==> src/hdl/line_clipper_defines.svh <==
// Assertion macros shared by the line clipper RTL.
`ifndef LINE_CLIPPER_DEFINES_SVH
`define LINE_CLIPPER_DEFINES_SVH

// Same-cycle implication, masked while reset is asserted.
`define LC_ASSERT_IMP(label, clk, rst_n, ante, cons, msg) \
    label: assert property (@(posedge clk) disable iff (!rst_n) (ante) |-> (cons)) \
        else $error(msg);

// Next-cycle implication, masked while reset is asserted.
`define LC_ASSERT_NXT(label, clk, rst_n, ante, cons, msg) \
    label: assert property (@(posedge clk) disable iff (!rst_n) (ante) |=> (cons)) \
        else $error(msg);

// Next-cycle implication, live through reset.
`define LC_ASSERT_NXT_NR(label, clk, ante, cons, msg) \
    label: assert property (@(posedge clk) (ante) |=> (cons)) else $error(msg);

`endif

==> src/hdl/lc_div_pipe.sv <==
// Pipelined restoring divider, one quotient bit per stage.
module lc_div_pipe #(
    parameter int NUM_BITS = 35,
    parameter int DEN_BITS = 17
) (
    input  logic                i_clk,
    input  logic                i_en,
    input  logic [NUM_BITS-1:0] i_num,
    input  logic [DEN_BITS-1:0] i_den,
    output logic [NUM_BITS-1:0] o_quot
);
    logic [DEN_BITS-1:0] r_rem [NUM_BITS];
    logic [NUM_BITS-1:0] r_nq  [NUM_BITS];
    logic [DEN_BITS-1:0] r_den [NUM_BITS];

    genvar s;
    for (s = 0; s < NUM_BITS; s++) begin : g_stage
        logic [DEN_BITS-1:0] w_rem_in;
        logic [DEN_BITS-1:0] w_den_in;
        logic [NUM_BITS-1:0] w_nq_in;
        logic [DEN_BITS:0]   w_trial;
        logic [DEN_BITS:0]   w_diff;
        logic                w_bit;

        if (s == 0) begin : g_first
            assign w_rem_in = '0;
            assign w_nq_in  = i_num;
            assign w_den_in = i_den;
        end else begin : g_next
            assign w_rem_in = r_rem[s-1];
            assign w_nq_in  = r_nq[s-1];
            assign w_den_in = r_den[s-1];
        end

        // shift in the next numerator bit, subtract when it fits
        assign w_trial = {w_rem_in, w_nq_in[NUM_BITS-1]};
        assign w_diff  = w_trial - {1'b0, w_den_in};
        assign w_bit   = (w_trial >= {1'b0, w_den_in});

        always_ff @(posedge i_clk) begin
            if (i_en) begin
                r_rem[s] <= w_bit ? w_diff[DEN_BITS-1:0] : w_trial[DEN_BITS-1:0];
                r_nq[s]  <= {w_nq_in[NUM_BITS-2:0], w_bit};
                r_den[s] <= w_den_in;
            end
        end
    end

    assign o_quot = r_nq[NUM_BITS-1];
endmodule
==> config.mk <==
export PLATFORM = sky130hd
export DESIGN_NAME = lc_div_pipe
export DESIGN_NICKNAME = d
export VERILOG_FILES = /design/src/hdl/line_clipper_defines.svh /design/src/hdl/lc_div_pipe.sv
export SDC_FILE = /design/constraint.sdc
export NUM_CORES = 2
export LEC_CHECK = 0
export ABC_AREA = 0
export BUFFER_PORTS_ARGS = -buffer_cell sky130_fd_sc_hd__buf_2
export CORE_UTILIZATION = 49
export DETAILED_ROUTE_END_ITERATION = 7
export PLACE_DENSITY = 0.7
export SLEW_MARGIN = 10
export SYNTH_ARGS = -nofsm -noshare
export SYNTH_HDL_FRONTEND = slang
export SYNTH_SLANG_ARGS = --single-unit
==> constraint.sdc <==
create_clock -name i_clk -period 4.36 [get_ports i_clk]
set_input_delay 0.218 -clock i_clk [delete_from_list [all_inputs] [get_ports i_clk]]
set_output_delay 0.218 -clock i_clk [all_outputs]
set_load 0.02 [all_outputs]
==> summary.md <==
| Metric | Value |
|---|---|
| DR vias | `57.0k` |
| Buf/Inv on CP | `2` |
| Maximum clock rate | `269 MHz` |
| Hold WS | `0.0913 ns` |
| Clock Power Share | `25.2%` |
| EDFF count, synth | `2381` |
| Period utilization | `85.1%` |
| Fin crit period | `3.71 ns` |
| Status | `finished, final reports clean` |
| Net Sw Power | `25.5 mW` |
| Iteration-0 DRC Markers | `4066` |
| Largest delay share family, worst path | `compound AO/OA/AOI/OAI gates` |
| TritonCTS clock tree | `built` |
| Global-route wire length before repair | `294 mm` |
| Cells after Synth | `7273` |
| Slew Limit Fails | `0` |
| Ys flop type | `edfxtp_1` |
| Pwr dens | `684 nW/um2` |
| Combinational power share | `33.5%` |
| Clk buf depth | `3` |
| Die Ht | `466 um` |
| Register bit total from synthesis | `2381` |
| Initial antenna violation count | `2` |
| Initial cell density of the core | `49.5%` |
| Pre-Repair DR Iteration Count | `6` |
| # fillers | `16.9k` |
| Total power | `81.1 mW` |
| Sequential share of the synthesized area | `67.9%` |
| Crit Path Category | `reg2reg` |
| Core Util, Final | `55.7%` |
| # IOs | `89` |
| Final clock skew | `0.0701 ns` |
| Clk_lat worst skew | `0.87 ns` |
| # clock sinks | `2381` |
| GRT overflow | `0` |
| RSZ-0062 raised after global routing | `no` |
| Worst Path Max Fanout | `15` |
| Slew headroom | `27.3%` |
| CORE AREA | `213000 um2` |
| Routability cong. | `0.886` |
| Crit start category | `flop` |
| Post-DP HPWL | `123 mm` |
| Synth cell types | `88` |
| Post-route DRC | `0` |
| WL/cell | `16.9 um` |
| CTS Root Cell | `clkbuf_16` |
| Sequential share of power | `41.3%` |
| # Max-Cap Violations | `0` |
| Setup TNS | `0 ns` |
| Nets | `8345` |
| Critical Path RT | `4.94 ns` |
| Crit path top cell by count | `a21oi_1` |
| Post-CTS resize count | `0` |
| Largest net degree at the start of global routing | `146` |
| Final Setup Violations | `0` |
| Yosys warns | `0` |
| Area delta synth->final | `12.6%` |
| Switch share | `31.5%` |
| Async set-reset flop share out of synthesis | `0%` |
| Vias in the first global route | `56.9k` |
| Design area | `119000 um2` |
| DR vias/cell | `5.33` |
| Area of the mapped netlist | `105000 um2` |
| ANT nets after route | `0` |
| WL final | `181 mm` |
| R2R Setup Slk | `0.65 ns` |
| Buffers on Ports | `88` |
| Crit-path slowest cell | `a21oi_1` |
| Mapped Avg Cell Area | `14.5 um2` |
| GRT Util Overall | `16.6%` |
| Die X | `466 um` |
| Worst-Margin Slew | `1.08 ns` |
| Hold Violations, Final | `0` |
| Min-delay worst type | `in2reg` |
| Max IR drop VDD | `0.436 mV` |
| Crit path DAT | `4.30 ns` |
| Pint | `55.5 mW` |
| Syn nets | `7940` |
| Total setup buffers inserted after CTS | `0` |
| CTS buffer count | `240` |
| Placed cell areas | `110000 um2` |
| Crit path cell chain | `ha_1, inv_1, fa_1, a21oi_1, o211ai_1, a21oi_1, o31a_1, o31ai_1, a21oi_1, o21a_1, buf_4, mux2_2` |
| Clock slew at reported path FFs | `0.06 ns` |
| Static Leak | `45.4 nW` |
| Site row count | `169` |
| Critical path endpoint category | `flop` |
| CP max stage delay | `0.46 ns` |
| # H-tree levels | `4` |
| Die area | `217000 um2` |
| Share of layout cells above drive strength 1 | `11.5%` |
worst reg2reg max path, cell delays in order, from the launching register on:
cell and delay [ns]:
edfxtp_1 0.44, ha_1 0.21, inv_1 0.06, fa_1 0.41, a21oi_1 0.27, o211ai_1 0.12
a21oi_1 0.46, o31a_1 0.30, o31ai_1 0.12, a21oi_1 0.20, o21a_1 0.21, buf_4 0.27
mux2_2 0.37
layout by cell type (no fill, tap or decap), types with 51 or more instances in the layout:
cell	synthesis	routed
a211oi_1	65	65
a21o_1	170	170
a21oi_1	379	378
a31oi_1	54	52
buf_2	17	87
buf_4	3	52
clkbuf_16	0	241
clkinv_2	0	63
dlygate4sd3_1	0	82
edfxtp_1	2381	2381
ha_1	580	580
inv_1	728	728
mux2_2	295	295
nand2_1	413	413
nand2b_1	54	54
nand3_1	78	78
nand4_1	63	63
nor2_1	301	301
nor2b_1	51	51
nor3_1	88	88
o21a_1	63	63
o21ai_0	402	402
o21bai_1	67	67
xnor2_1	265	265
xor2_1	181	181
per-stage QoR:
stage	worst slack (ns)	instances
final	0.649	10700
after global routing	0.391	10700
after CTS	0.621	10700
after detailed placement	0.663	10200
after global placement	0.744	10200
after floorplan	1.18	7273
what timing repair did:
action | CTS | global route
hold endpoints to repair | 105 | 0
hold buffers | 82 | 0
setup endpoints to repair | 0 | 0
synthesized netlist by cell type, types with 63 or more instances:
master       n  area share [%]
o21ai_0    402             1.9
nand3_1     78            0.37
o21a_1      63            0.45
o21bai_1    67            0.48
a21oi_1    379             1.8
a21o_1     170             1.2
edfxtp_1  2381              68
nand2_1    413             1.5
xnor2_1    265             2.2
nor2_1     301             1.1
nor3_1      88            0.42
ha_1       580             6.9
xor2_1     181             1.5
a211oi_1    65            0.46
nand4_1     63            0.37
inv_1      728             2.6
mux2_2     295             3.2
final timing paths:
check / from / end / cells after the start
worst min register to register: r_nq[1][24] / r_nq[2][25] / 0
worst min-delay path: i_den[0] / r_den[0][0] / 2
worst max register to register: r_den[7][0] / r_rem[8][13] / 12
worst max-delay path: r_den[7][0] / r_rem[8][13] / 12
layout make-up:
class                           count  area, um2  area share, %
Tap cell                         2821       3530           2.98
Antenna cell                        1       2.50        0.00211
Timing Repair Buffer              245       2130           1.79
Sequential cell                  2381      71500           60.3
Clock inverter                    177       1810           1.52
Multi-Input combinational cell   4078      30700           25.9
Clock buffer                      274       6150           5.19
Inverter                          732       2750           2.32
layer usage:
metal	global-route usage, %	share of wire, %
met4	5.62	3.1
met1	21.2	43
met3	2.64	3.5
met2	28.7	50
met5	0	0
state kept, by name (all words and copies together), names as in the netlist:
register and flops:
r_den 578, r_nq 1225, r_rem 578
power groups by stage:
stage	Combinational, mW	Clock [mW]	Sequential [mW]
global route	30.3	22.0	33.9
global placement	26.0	0	34.0
detailed placement	26.8	0	34.0
CTS	27.1	21.1	33.6
floorplan	21.4	0	32.8
finish	27.1	20.5	33.5
kinds of logic (layout without fill, tap and decap cells):
kind of cell,after synthesis,count (layout),share of synthesized area [%]
other cells,0,1,0
buf+inv,814,1428,2.98
fa+ha+maj,613,613,7.52
simple gates,1206,1206,5.37
compound gates,1471,1471,8.85
mux,342,342,3.65
xor+xnor,446,446,3.71
flops,2381,2381,67.9
(Power assumes the default switching activity.)
