==> config.mk <==
export PLATFORM = sky130hd
export DESIGN_NAME = lc_apb_regs
export DESIGN_NICKNAME = d
export VERILOG_FILES = /design/src/hdl/line_clipper_defines.svh /design/src/hdl/lc_pkg.sv /design/src/hdl/lc_apb_regs.sv
export SDC_FILE = /design/constraint.sdc
export NUM_CORES = 1
export LEC_CHECK = 0
export BUFFER_PORTS_ARGS = -buffer_cell sky130_fd_sc_hd__buf_2
export CAP_MARGIN = 40
export CORE_ASPECT_RATIO = 0.9
export CORE_MARGIN = 2
export CORE_UTILIZATION = 48
export CTS_CLUSTER_SIZE = 40
export DETAILED_ROUTE_END_ITERATION = 16
export PLACE_DENSITY = 0.82
export SETUP_SLACK_MARGIN = 0.05
export SKIP_LAST_GASP = 1
export SLEW_MARGIN = 10
export SYNTH_ARGS = -nofsm -noshare
export SYNTH_HDL_FRONTEND = slang
export SYNTH_SLANG_ARGS = --single-unit
==> constraint.sdc <==
create_clock -name i_clk -period 3 [get_ports i_clk]
set_clock_uncertainty 0.1 [all_clocks]
set_input_delay 0 -clock i_clk [delete_from_list [all_inputs] [get_ports i_clk]]
set_output_delay 0 -clock i_clk [all_outputs]
set_load 0.01 [all_outputs]
==> src/hdl/line_clipper_defines.svh <==
// Assertion macros shared by the line clipper RTL.
`ifndef LINE_CLIPPER_DEFINES_SVH
`define LINE_CLIPPER_DEFINES_SVH

// Same-cycle implication, masked while reset is asserted.
`define LC_ASSERT_IMP(label, clk, rst_n, ante, cons, msg) \
    label: assert property (@(posedge clk) disable iff (!rst_n) (ante) |-> (cons)) \
        else $error(msg);

// Next-cycle implication, masked while reset is asserted.
`define LC_ASSERT_NXT(label, clk, rst_n, ante, cons, msg) \
    label: assert property (@(posedge clk) disable iff (!rst_n) (ante) |=> (cons)) \
        else $error(msg);

// Next-cycle implication, live through reset.
`define LC_ASSERT_NXT_NR(label, clk, ante, cons, msg) \
    label: assert property (@(posedge clk) (ante) |=> (cons)) else $error(msg);

`endif

==> src/hdl/lc_pkg.sv <==
// Shared constants and types of the line clipper.
package lc_pkg;
    localparam int COORD_BITS_DEF = 16;
    localparam int WIN_BITS       = 12;
    localparam int APB_DATA_BITS  = 32;
    localparam int APB_ADDR_BITS  = 4;

    localparam logic [WIN_BITS-1:0] LEFT_RST   = 12'd0;
    localparam logic [WIN_BITS-1:0] RIGHT_RST  = 12'd639;
    localparam logic [WIN_BITS-1:0] TOP_RST    = 12'd0;
    localparam logic [WIN_BITS-1:0] BOTTOM_RST = 12'd479;

    // outcode bit positions
    localparam int CODE_N = 3;
    localparam int CODE_S = 2;
    localparam int CODE_E = 1;
    localparam int CODE_W = 0;

    typedef enum logic [1:0] {
        REG_LEFT   = 2'd0,
        REG_RIGHT  = 2'd1,
        REG_TOP    = 2'd2,
        REG_BOTTOM = 2'd3
    } t_reg_idx;

    typedef struct packed {
        logic [WIN_BITS-1:0] left;
        logic [WIN_BITS-1:0] right;
        logic [WIN_BITS-1:0] top;
        logic [WIN_BITS-1:0] bottom;
    } t_window;
endpackage

==> src/hdl/lc_apb_regs.sv <==
// APB window registers of the line clipper.
module lc_apb_regs (
    input  logic                               i_clk,
    input  logic                               i_rst_n,
    input  logic                               psel,
    input  logic                               penable,
    input  logic                               pwrite,
    input  logic [lc_pkg::APB_ADDR_BITS-1:0]   paddr,
    input  logic [lc_pkg::APB_DATA_BITS-1:0]   pwdata,
    output logic [lc_pkg::APB_DATA_BITS-1:0]   prdata,
    output logic                               pready,
    output lc_pkg::t_window                    o_win
);
    localparam int PAD = lc_pkg::APB_DATA_BITS - lc_pkg::WIN_BITS;

    lc_pkg::t_window             r_win;
    lc_pkg::t_reg_idx            w_idx;
    logic [lc_pkg::WIN_BITS-1:0] w_rd;
    logic [lc_pkg::WIN_BITS-1:0] w_wd;

    assign w_idx  = lc_pkg::t_reg_idx'(paddr[lc_pkg::APB_ADDR_BITS-1:2]);
    assign w_wd   = pwdata[lc_pkg::WIN_BITS-1:0];
    assign pready = 1'b1;

    always_ff @(posedge i_clk) begin
        if (!i_rst_n) begin
            r_win.left   <= lc_pkg::LEFT_RST;
            r_win.right  <= lc_pkg::RIGHT_RST;
            r_win.top    <= lc_pkg::TOP_RST;
            r_win.bottom <= lc_pkg::BOTTOM_RST;
        end else if (psel && penable && pwrite && pready) begin
            unique case (w_idx)
                lc_pkg::REG_LEFT:   r_win.left   <= w_wd;
                lc_pkg::REG_RIGHT:  r_win.right  <= w_wd;
                lc_pkg::REG_TOP:    r_win.top    <= w_wd;
                lc_pkg::REG_BOTTOM: r_win.bottom <= w_wd;
                default:            r_win        <= r_win;
            endcase
        end
    end

    always_comb begin
        unique case (w_idx)
            lc_pkg::REG_LEFT:   w_rd = r_win.left;
            lc_pkg::REG_RIGHT:  w_rd = r_win.right;
            lc_pkg::REG_TOP:    w_rd = r_win.top;
            lc_pkg::REG_BOTTOM: w_rd = r_win.bottom;
            default:            w_rd = '0;
        endcase
    end

    assign prdata = {{PAD{1'b0}}, w_rd};
    assign o_win  = r_win;
endmodule

==> results.sh, run 1 <==
export IMPL_ys_seq_area_share_pct=41.4
export IMPL_firstDrtPassIters=4
export IMPL_power_switching_uw=299
export IMPL_root_buffer="clkbuf_8"
export IMPL_critical_path_required_ns=3.15
export IMPL_antenna_found_initial=0
export IMPL_fp_dieH_um=70.0
export IMPL_clk_pin_slew_ns=0.09
export IMPL_finalNonFillerCells=372
export IMPL_first_iter_violations=66
export IMPL_via_count=1804
export IMPL_crit_path_start_kind="primary input"
export IMPL_tritoncts="built"
export IMPL_route_met2_wl_um=2700
export IMPL_p_sw_share_pct=25.0
export IMPL_nets=350
export IMPL_syn_area_per_cell_um2=10.4
export IMPL_met3_length_um=304
export IMPL_m1WireLength_um=2330
export IMPL_utilization_pct=63.6
export IMPL_area_growth_pct=24.8
export IMPL_p_seq_share_pct=54.6
export IMPL_end_kind="flip-flop"
export IMPL_drc=0
export IMPL_largest_register_ffs=48
export IMPL_gr_total_overflow=0
export IMPL_place_congestion=0.700
export IMPL_rows=23
export IMPL_timing_final_ws_setup_ns=1.01
export IMPL_post_cts_resized=0
export IMPL_timing_hold_violations_final=0
export IMPL_slew_viol_final=0
export IMPL_holdWs_ns=0.0133
export IMPL_p_int_uw=895
export IMPL_comb_power_share_pct=12.1
export IMPL_clock_fmax_ghz=0.501
export IMPL_grt_pass1_vias=1700
export IMPL_crit_type="primary input to flip-flop"
export IMPL_cts_made_buffers=5
export IMPL_totalWireLength_um=5370
export IMPL_grt_pass1_wl_um=8510
export IMPL_diodes=0
export IMPL_slew_headroom_pct=49.0
export IMPL_tightestPinTransition_ns=0.765
export IMPL_ir_worst_vdd_mv=0.255
export IMPL_finalSetupTns_ns=0
export IMPL_highest_layer="met4"
export IMPL_min_period_ns=1.99
export IMPL_num_io_pins=122
export IMPL_yosysUniqueCellTypes=20
export IMPL_netlist_instances=224
export IMPL_drtAntennaViolNets=0
export IMPL_p_per_area_mw_per_mm2=412
export IMPL_dp_cells=351
export IMPL_clock_latency_ns=0.29
export IMPL_netlist_area_mm2=0.00232
export IMPL_cts_sinks=48
export IMPL_cap_violations=0
export IMPL_yosysWarningCount=0
export IMPL_pre_cts_ws_ns=1.10
export IMPL_port_buffers=78
export IMPL_status="finished, final reports clean"
export IMPL_dp_hpwl_um=3660
export IMPL_grt_start_max_net_pins=44
export IMPL_path_max_fanout=15
export IMPL_finalCritPeriodShare_pct=66.5
export IMPL_grt_usage_pct=19.9
export IMPL_ys_ff_latch=48
export IMPL_p_leak_nw=1.29
export IMPL_core_area_mm2=0.00455
export IMPL_setup_violations=0
export IMPL_hp_class="primary input to flip-flop"
export IMPL_die_area_mm2=0.00541
export IMPL_critPathArrivalTime_ns=2.14
export IMPL_grt_setup_unrepaired="false"
export IMPL_layout_drive_gt1_share_pct=34.5
export IMPL_vias_per_cell=4.85
export IMPL_chipWidth_um=77.3
export IMPL_routedWlPerCell_um=14.4
export IMPL_cts_buffer_depth=2
export IMPL_start_util_pct=51.0
export IMPL_h_tree_depth=2
export IMPL_power_frac_clock_pct=33.3
==> layout by cell type, fill, tap and decap left out, drive strengths merged, types with 3 or more instances in the layout <==
master,synthesis,routed
buf,30,83
clkbuf,7,6
conb,2,21
dfxtp,48,48
dlygate4sd3,0,13
inv,3,3
mux2i,46,46
mux4,12,12
nand2,44,44
nor2b,22,22
==> cells by family (layout without fill, tap and decap cells) <==
family / Yosys count / after routing / share of synthesized area (%)
muxes: 58 / 58 / 31.5
buffers and inverters: 40 / 107 / 11.1
DFF: 48 / 48 / 41.4
AOI/OAI and AO/OA: 4 / 4 / 1.08
other: 2 / 21 / 0.324
and+or+nand+nor: 72 / 72 / 14.6
==> what timing repair did <==
action / 4_1_cts / 5_1_grt
hold endpoints to repair: 48 / 0
hold buffers: 13 / 0
setup buffers: 0 / 0
==> stage by stage <==
step | power (mW) | instance area [µm²]
floorplan | 0.773 | 2390
global placement | 0.793 | 2650
detailed placement | 0.798 | 2670
CTS | 1.20 | 2890
global route | 1.24 | 2890
finish | 1.19 | 2890
==> power groups by stage <==
stage,clock network [mW],logic [mW],registers (mW)
2_1_floorplan,0,0.103,0.669
3_3_place_gp,0,0.127,0.666
3_5_place_dp,0,0.131,0.666
4_1_cts,0.406,0.144,0.652
5_1_grt,0.434,0.157,0.653
6_report,0.397,0.144,0.652
==> worst max-delay path, cell delays in order <==
cell,delay [ns]
buf_2,0.42
nand4_1,0.29
or2_1,0.57
o211ai_1,0.28
dlygate4sd3_1,0.57
==> area by class of cell <==
cell class | count | area, µm²
sequential | 48 | 961
multi-input combinational | 155 | 1180
timing repair buffer | 96 | 571
inverter | 3 | 11.3
tap | 62 | 77.6
clock inverter | 2 | 10.0
clock buffer | 6 | 82.6
fill | 398 | 1650
==> synthesized netlist by cell type, drive strengths merged <==
cell type,count,area share [%]
nor2,1,0.16
or2,1,0.27
nor2b,22,5.9
nand4,1,0.27
inv,3,0.49
dfxtp,48,41
mux4,12,12
o211ai,2,0.65
nand3,1,0.22
conb,2,0.32
nand2,44,7.1
nor3,2,0.65
clkbuf,7,1.1
mux2i,46,20
buf,30,9.4
o21ai,2,0.43
==> path summary, 6_finish.rpt <==
check	depth (start not counted)	from	slack, ns	end
worst max-delay path	5	paddr[3]	1.01	o_win[8]
worst min-delay path	2	i_rst_n	0.01	o_win[7]
worst max register to register	3	o_win[8]	1.70	o_win[8]
worst min register to register	2	o_win[34]	0.37	o_win[34]
==> routing by layer <==
layer	vias up	track usage [%]
li1	878	-
met1	854	25.9
met2	66	33.5
met3	6	5.43
met4	0	3.57
met5	-	0
Note: power is estimated with default switching activity, not from simulation.
==> run 2, diff against run 1 <==
--- a/config.mk
+++ b/config.mk
@@ -9,10 +9,10 @@
 export CAP_MARGIN = 40
 export CORE_ASPECT_RATIO = 0.9
 export CORE_MARGIN = 2
-export CORE_UTILIZATION = 48
+export CORE_UTILIZATION = 45
 export CTS_CLUSTER_SIZE = 40
 export DETAILED_ROUTE_END_ITERATION = 16
-export PLACE_DENSITY = 0.82
+export PLACE_DENSITY = 0.78
 export SETUP_SLACK_MARGIN = 0.05
 export SKIP_LAST_GASP = 1
 export SLEW_MARGIN = 10
==> constraint.sdc (replaced) <==
create_clock -name i_clk -period 2.01 [get_ports i_clk]
set_clock_uncertainty 0.1 [all_clocks]
set_input_delay 0 -clock i_clk [delete_from_list [all_inputs] [get_ports i_clk]]
set_output_delay 0 -clock i_clk [all_outputs]
set_load 0.01 [all_outputs]
==> run 2 against run 1 <==
  * Clock power is 48% higher
  * Non-clock buffer count grew 1
  * Cell count rose by 1.1%
  * Flip-flop and latch count did not move
  * Die area grew 6.3%
  * Critical path depth down 3
  * Worst setup slack got worse by 0.35 ns
  * Global-route usage fell by 1.2 points
  * Total power rose by 49%
  * Worst hold slack gained 0.035 ns
  * Utilization down 4.2 points
  * Wire length is 3.0% lower
  * Critical path type is now flip-flop to output port
  * Highest routed layer unchanged
==> results.sh, run 2 (same netlist as run 1, synthesis figures left out) <==
export IMPL_status="finished, final reports clean"
export IMPL_tightestPinTransition_ns=0.769
export IMPL_r2r_start="o_win[7]"
export IMPL_port_buffers=78
export IMPL_path_max_fanout=3
export IMPL_finalCritPeriodShare_pct=67.5
export IMPL_h_tree_depth=2
export IMPL_layout_common_cells="buf_2, dfxtp_1, mux2i_1"
export IMPL_clock_latency_ns=0.30
export IMPL_largest_register_ffs=48
export IMPL_dp_hpwl_um=3670
export IMPL_place_congestion=0.738
export IMPL_startpoint="o_win[6]"
export IMPL_placed_area_mm2=0.00270
export IMPL_nets=351
export IMPL_crit_chain="mux4_2, buf_2"
export IMPL_end_kind="output port"
export IMPL_grt_setup_unrepaired="false"
export IMPL_cap_violations=0
export IMPL_cpPeakStageDelay_ns=0.47
export IMPL_worst_r2r_path_depth=2
export IMPL_antenna_found_initial=0
export IMPL_routedWlPerCell_um=13.9
export IMPL_cts_made_buffers=5
export IMPL_drtAntennaViolNets=0
export IMPL_grt_pass1_wl_um=8290
export IMPL_chipWidth_um=79.7
export IMPL_firstDrtPassIters=4
export IMPL_totalWireLength_um=5210
export IMPL_path_buf_inv=1
export IMPL_first_iter_violations=50
export IMPL_critical_path_depth=2
export IMPL_fp_dieH_um=72.1
export IMPL_rows=24
export IMPL_num_io_pins=122
export IMPL_ir_worst_vdd_mv=0.437
export IMPL_hold_buffers=12
export IMPL_slowest_stage="mux4_2"
export IMPL_rr_endpoint="o_win[7]"
export IMPL_p_leak_nw=1.29
export IMPL_area_growth_pct=25.5
export IMPL_slew_headroom_pct=48.7
export IMPL_grt_pass1_vias=1772
export IMPL_cts_buffer_depth=2
export IMPL_via_count=1794
export IMPL_finalNonFillerCells=376
export IMPL_critPathArrivalTime_ns=1.26
export IMPL_crit_family="multiplexers"
export IMPL_layout_drive_gt1_share_pct=34.7
export IMPL_drc=0
export IMPL_die_area_mm2=0.00575
export IMPL_slew_viol_final=0
export IMPL_min_period_ns=1.36
export IMPL_dp_cells=356
export IMPL_multi_input_area_mm2=0.00118
export IMPL_p_per_area_mw_per_mm2=610
export IMPL_hp_class="primary input to flip-flop"
export IMPL_crit_type="flip-flop to output port"
export IMPL_cp_endpoint="prdata[6]"
export IMPL_layout_area_seq_um2=961
export IMPL_post_cts_resized=0
export IMPL_tritoncts="built"
export IMPL_clk_pin_slew_ns=0.09
export IMPL_finalSetupTns_ns=0
export IMPL_core_area_mm2=0.00489
export IMPL_crit_path_start_kind="flip-flop"
export IMPL_grt_usage_pct=18.7
export IMPL_grt_start_max_net_pins=40
export IMPL_setup_violations=0
export IMPL_timing_hold_violations_final=0
export IMPL_start_util_pct=47.4
export IMPL_fillCellCount=445
export IMPL_final_common_cell="buf_2"
export IMPL_ff2ff_setup_slack_ns=1.24
export IMPL_cts_setup_buffers=0
export IMPL_vias_per_cell=4.77
export IMPL_critical_path_required_ns=1.91
export IMPL_gr_total_overflow=0
export IMPL_design_area_mm2=0.00291
export IMPL_root_buffer="clkbuf_8"
export IMPL_diodes=0
export IMPL_clock_fmax_ghz=0.737
export IMPL_cts_sinks=48
==> run 2: cell types whose count changed in the layout (fill, tap and decap cells not counted), sizes merged <==
cell	delta
clkbuf	+1
clkinv	-2
clkinvlp	+1
buf	+2
dlygate4sd3	-1
==> run 2: worst min-delay path by stage <==
| stage | start | endpoint | slack [ns] | cells after the start |
|---|---|---|---|---|
| 2_1_floorplan | pwdata[0] | o_win[12] | 0.06 | 2 |
| 3_3_place_gp | pwdata[5] | o_win[29] | 0.17 | 3 |
| 3_5_place_dp | pwdata[9] | o_win[33] | 0.19 | 3 |
| 4_1_cts | paddr[3] | o_win[8] | 0.04 | 4 |
| 5_1_grt | paddr[3] | o_win[8] | 0.08 | 4 |
| 6_report | paddr[3] | o_win[8] | 0.05 | 4 |
==> run 2: metrics by stage <==
stage	setup WS (ns)	utilization, %	power (mW)	hold slack (ns)
final	0.654	59.5	1.78	0.0482
after global placement	0.519	54.8	1.19	0.170
after detailed placement	0.489	55.1	1.19	0.190
after global routing	0.601	59.5	1.85	0.0829
after floorplan	0.891	-	1.15	0.0645
after CTS	0.650	59.5	1.80	0.0400
==> run 2: per-layer routing <==
layer | routed length, µm | track usage, % | vias up
met5 | 0 | 0 | -
met4 | 54 | 6.51 | 0
met3 | 295 | 3.98 | 4
met2 | 2670 | 33.2 | 62
met1 | 2190 | 22.5 | 846
li1 | - | - | 882
==> run 2: area by class of cell <==
class / instances / area share [%]
multi-input cells: 155 / 40.6
repair buffers: 97 / 20.0
well taps: 65 / 2.79
inverters: 3 / 0.387
clock inverters: 1 / 0.258
flip-flops and latches: 48 / 33.0
clock buffers: 7 / 2.97
==> run 2: worst min-delay path: stages <==
cell	delay, ns
buf_2	0.10
nand4_1	0.12
o21ai_0	0.09
o211ai_1	0.09
==> run 2: report_power, final <==
group	internal [mW]	total (mW)	switching, mW
Combinational	0.0981	0.216	0.117
Sequential	0.963	0.972	0.00934
Clock	0.280	0.589	0.310
==> run 3, diff against run 2 <==
--- a/config.mk
+++ b/config.mk
@@ -5,6 +5,7 @@
 export SDC_FILE = /design/constraint.sdc
 export NUM_CORES = 1
 export LEC_CHECK = 0
+export ABC_AREA = 1
 export BUFFER_PORTS_ARGS = -buffer_cell sky130_fd_sc_hd__buf_2
 export CAP_MARGIN = 40
 export CORE_ASPECT_RATIO = 0.9
@@ -12,7 +13,7 @@
 export CORE_UTILIZATION = 45
 export CTS_CLUSTER_SIZE = 40
 export DETAILED_ROUTE_END_ITERATION = 16
-export PLACE_DENSITY = 0.78
+export PLACE_DENSITY = 0.77
 export SETUP_SLACK_MARGIN = 0.05
 export SKIP_LAST_GASP = 1
 export SLEW_MARGIN = 10
==> constraint.sdc (replaced) <==
create_clock -name i_clk -period 1.3 [get_ports i_clk]
set_clock_uncertainty 0.1 [all_clocks]
set_input_delay 0 -clock i_clk [delete_from_list [all_inputs] [get_ports i_clk]]
set_output_delay 0 -clock i_clk [all_outputs]
set_load 0.01 [all_outputs]
==> run 3 against run 2 <==
  * Total power increased by 61%
  * Flip-flop and latch count unchanged
  * Cell count increased by 38%
  * Cell area increased by 3.1%
  * Synthesized area increased by 3.6%
  * Clock power increased by 48%
  * Register-to-register slack got worse by 0.64 ns
  * Clock-buffer cell count decreased by 2
  * First-iteration DRC count increased to 3.1 times the previous value
  * Synthesized cell count increased by 59%
  * Worst hold slack got worse by 0.0064 ns
  * Global-route usage increased by 3.7 points
  * Critical path type unchanged
==> results.sh, run 3 <==
export IMPL_status="finished, final reports clean"
export IMPL_dp_hpwl_um=4460
export IMPL_drtAntennaViolNets=0
export IMPL_holdWs_ns=0.0418
export IMPL_synth_async_reset_ratio_pct=0
export IMPL_h_tree_depth=2
export IMPL_grt_pass1_vias=2226
export IMPL_largest_register_ffs=48
export IMPL_p_sw_share_pct=28.5
export IMPL_nets=491
export IMPL_design_area_mm2=0.00300
export IMPL_first_iter_violations=156
export IMPL_finalSetupTns_ns=0
export IMPL_critical_path_required_ns=1.20
export IMPL_pre_cts_ws_ns=0.166
export IMPL_synthFlopType="dfxtp_1"
export IMPL_cts_made_buffers=5
export IMPL_path_max_fanout=3
export IMPL_tritoncts="built"
export IMPL_slew_viol_final=0
export IMPL_clock_fmax_ghz=0.894
export IMPL_place_congestion=0.827
export IMPL_via_count=2513
export IMPL_ir_worst_vdd_mv=0.630
export IMPL_slowest_stage="dfxtp_1"
export IMPL_hp_class="primary input to flip-flop"
export IMPL_crit_path_start_kind="flip-flop"
export IMPL_rows=25
export IMPL_synth_top_area_share_pct=40.0
export IMPL_p_int_mw=2.04
export IMPL_finalCritPeriodShare_pct=86.1
export IMPL_vias_per_cell=4.86
export IMPL_placed_area_mm2=0.00279
export IMPL_chipWidth_um=81.0
export IMPL_root_buffer="clkbuf_8"
export IMPL_ys_ff_latch=48
export IMPL_power_switching_uw=813
export IMPL_routedWlPerCell_um=12.6
export IMPL_firstDrtPassIters=4
export IMPL_path_buf_inv=1
export IMPL_utilization_pct=57.8
export IMPL_port_buffers=78
export IMPL_grt_usage_pct=22.4
export IMPL_setup_violations=0
export IMPL_syn_area_per_cell_um2=6.73
export IMPL_p_seq_share_pct=53.5
export IMPL_synth_area_leader_cell="dfxtp_1"
export IMPL_clock_latency_ns=0.30
export IMPL_crit_type="flip-flop to output port"
export IMPL_totalWireLength_um=6500
export IMPL_grt_pass1_wl_um=10200
export IMPL_finalNonFillerCells=517
export IMPL_comb_power_share_pct=15.8
export IMPL_die_area_mm2=0.00594
export IMPL_finalPower_mw=2.85
export IMPL_end_kind="output port"
export IMPL_final_common_cell="nand2_1"
export IMPL_grt_setup_unrepaired="false"
export IMPL_diodes=0
export IMPL_p_per_area_mw_per_mm2=951
export IMPL_dp_cells=497
export IMPL_synth_edf_count=0
export IMPL_crit_family="flip-flops"
export IMPL_cts_buffer_depth=2
export IMPL_yosysMostFrequentCell="nand2_1"
export IMPL_yosysUniqueCellTypes=18
export IMPL_crit_chain="nand2_1, nand4_1, buf_2"
export IMPL_drc=0
export IMPL_cts_sinks=48
export IMPL_netlist_instances=357
export IMPL_grt_start_max_net_pins=33
export IMPL_synth_common_cells="nand2_1, nor2_1, dfxtp_1, nand3_1, buf_4"
export IMPL_cts_setup_buffers=0
export IMPL_p_leak_nw=1.52
export IMPL_yosysWarningCount=0
export IMPL_start_util_pct=46.3
export IMPL_ys_seq_area_share_pct=40.0
export IMPL_area_growth_pct=24.9
export IMPL_netlist_area_mm2=0.00240
export IMPL_timing_final_ws_setup_ns=0.181
export IMPL_power_frac_clock_pct=30.6
export IMPL_layout_drive_gt1_share_pct=25.8
export IMPL_critPathArrivalTime_ns=1.02
export IMPL_fp_dieH_um=73.3
export IMPL_clk_pin_slew_ns=0.09
export IMPL_gr_total_overflow=0
export IMPL_cap_violations=0
export IMPL_synthTopCellsByArea="dfxtp_1, nand2_1, nand3_1, nor2_1, buf_4"
export IMPL_num_io_pins=122
export IMPL_timing_hold_violations_final=0
export IMPL_core_area_mm2=0.00519
export IMPL_layout_common_cells="nand2_1, buf_2, nor2_1"
export IMPL_antenna_found_initial=0
export IMPL_cpPeakStageDelay_ns=0.40
export IMPL_min_period_ns=1.12
## run 3: changes by cell type after synthesis, moves of 4 or more
cell      previous run  this run
buf_6                1         5
clkbuf_1             7         2
inv_1                2        12
mux2i_1             46         0
mux4_2              12         0
nand2_1             44       116
nand3_1              1        48
nand4_1              1        12
nor2_1               1        64
nor2_2               0         4
nor2_4               0         4
nor2b_1             22         0
## run 3: layout make-up
class | count | area, µm²
fillers | 522 | 2190
flip-flops and latches | 48 | 961
clock inverters | 2 | 12.5
clock buffers | 5 | 68.8
repair buffers | 106 | 646
well taps | 67 | 83.8
inverters | 16 | 61.3
multi-input cells | 273 | 1170
## run 3: final timing paths
kind,to,slack [ns],cells past startpoint,start
setup / recovery,prdata[8],0.18,3,o_win[8]
hold / removal,o_win[31],0.04,6,pwrite
setup reg to reg,o_win[37],0.60,2,o_win[37]
hold reg to reg,o_win[3],0.39,2,o_win[3]
## run 3: routing by layer
| layer | share of wire, % | track usage, % | vias up |
|---|---|---|---|
| li1 | - | - | 1260 |
| met5 | 0 | 0 | - |
| met3 | 8.1 | 4.30 | 9 |
| met2 | 48 | 38.5 | 117 |
| met4 | 1.1 | 6.78 | 0 |
| met1 | 43 | 28.6 | 1127 |
## run 3: timing repair
action,in CTS,in global routing
endpoints found under the hold margin,48,0
gates resized for setup,0,0
hold buffers,13,0
## run 3: tightest hold or removal path, cell delays in order
cell and delay [ns]:
buf_2 0.11, inv_2 0.06, nor2_4 0.06, nand3_1 0.06, nand2_1 0.04, nor2_1 0.07
## run 3: power by group through the flow
stage          Combinational (mW)  Clock (mW)  Sequential (mW)
6_report                    0.452       0.874             1.53
3_3_place_gp                0.416           0             1.56
5_1_grt                     0.507       0.953             1.53
2_1_floorplan               0.296           0             1.57
3_5_place_dp                0.419           0             1.56
4_1_cts                     0.450       0.895             1.53
## run 3: kinds of logic (layout without fill, tap and decap cells)
| family | after synthesis | in the layout | share of synthesized area [%] |
|---|---|---|---|
| flip-flops | 48 | 48 | 40.0 |
| buffers and inverters | 55 | 129 | 14.3 |
| other | 2 | 21 | 0.313 |
| AND/OR/NAND/NOR | 252 | 252 | 45.4 |
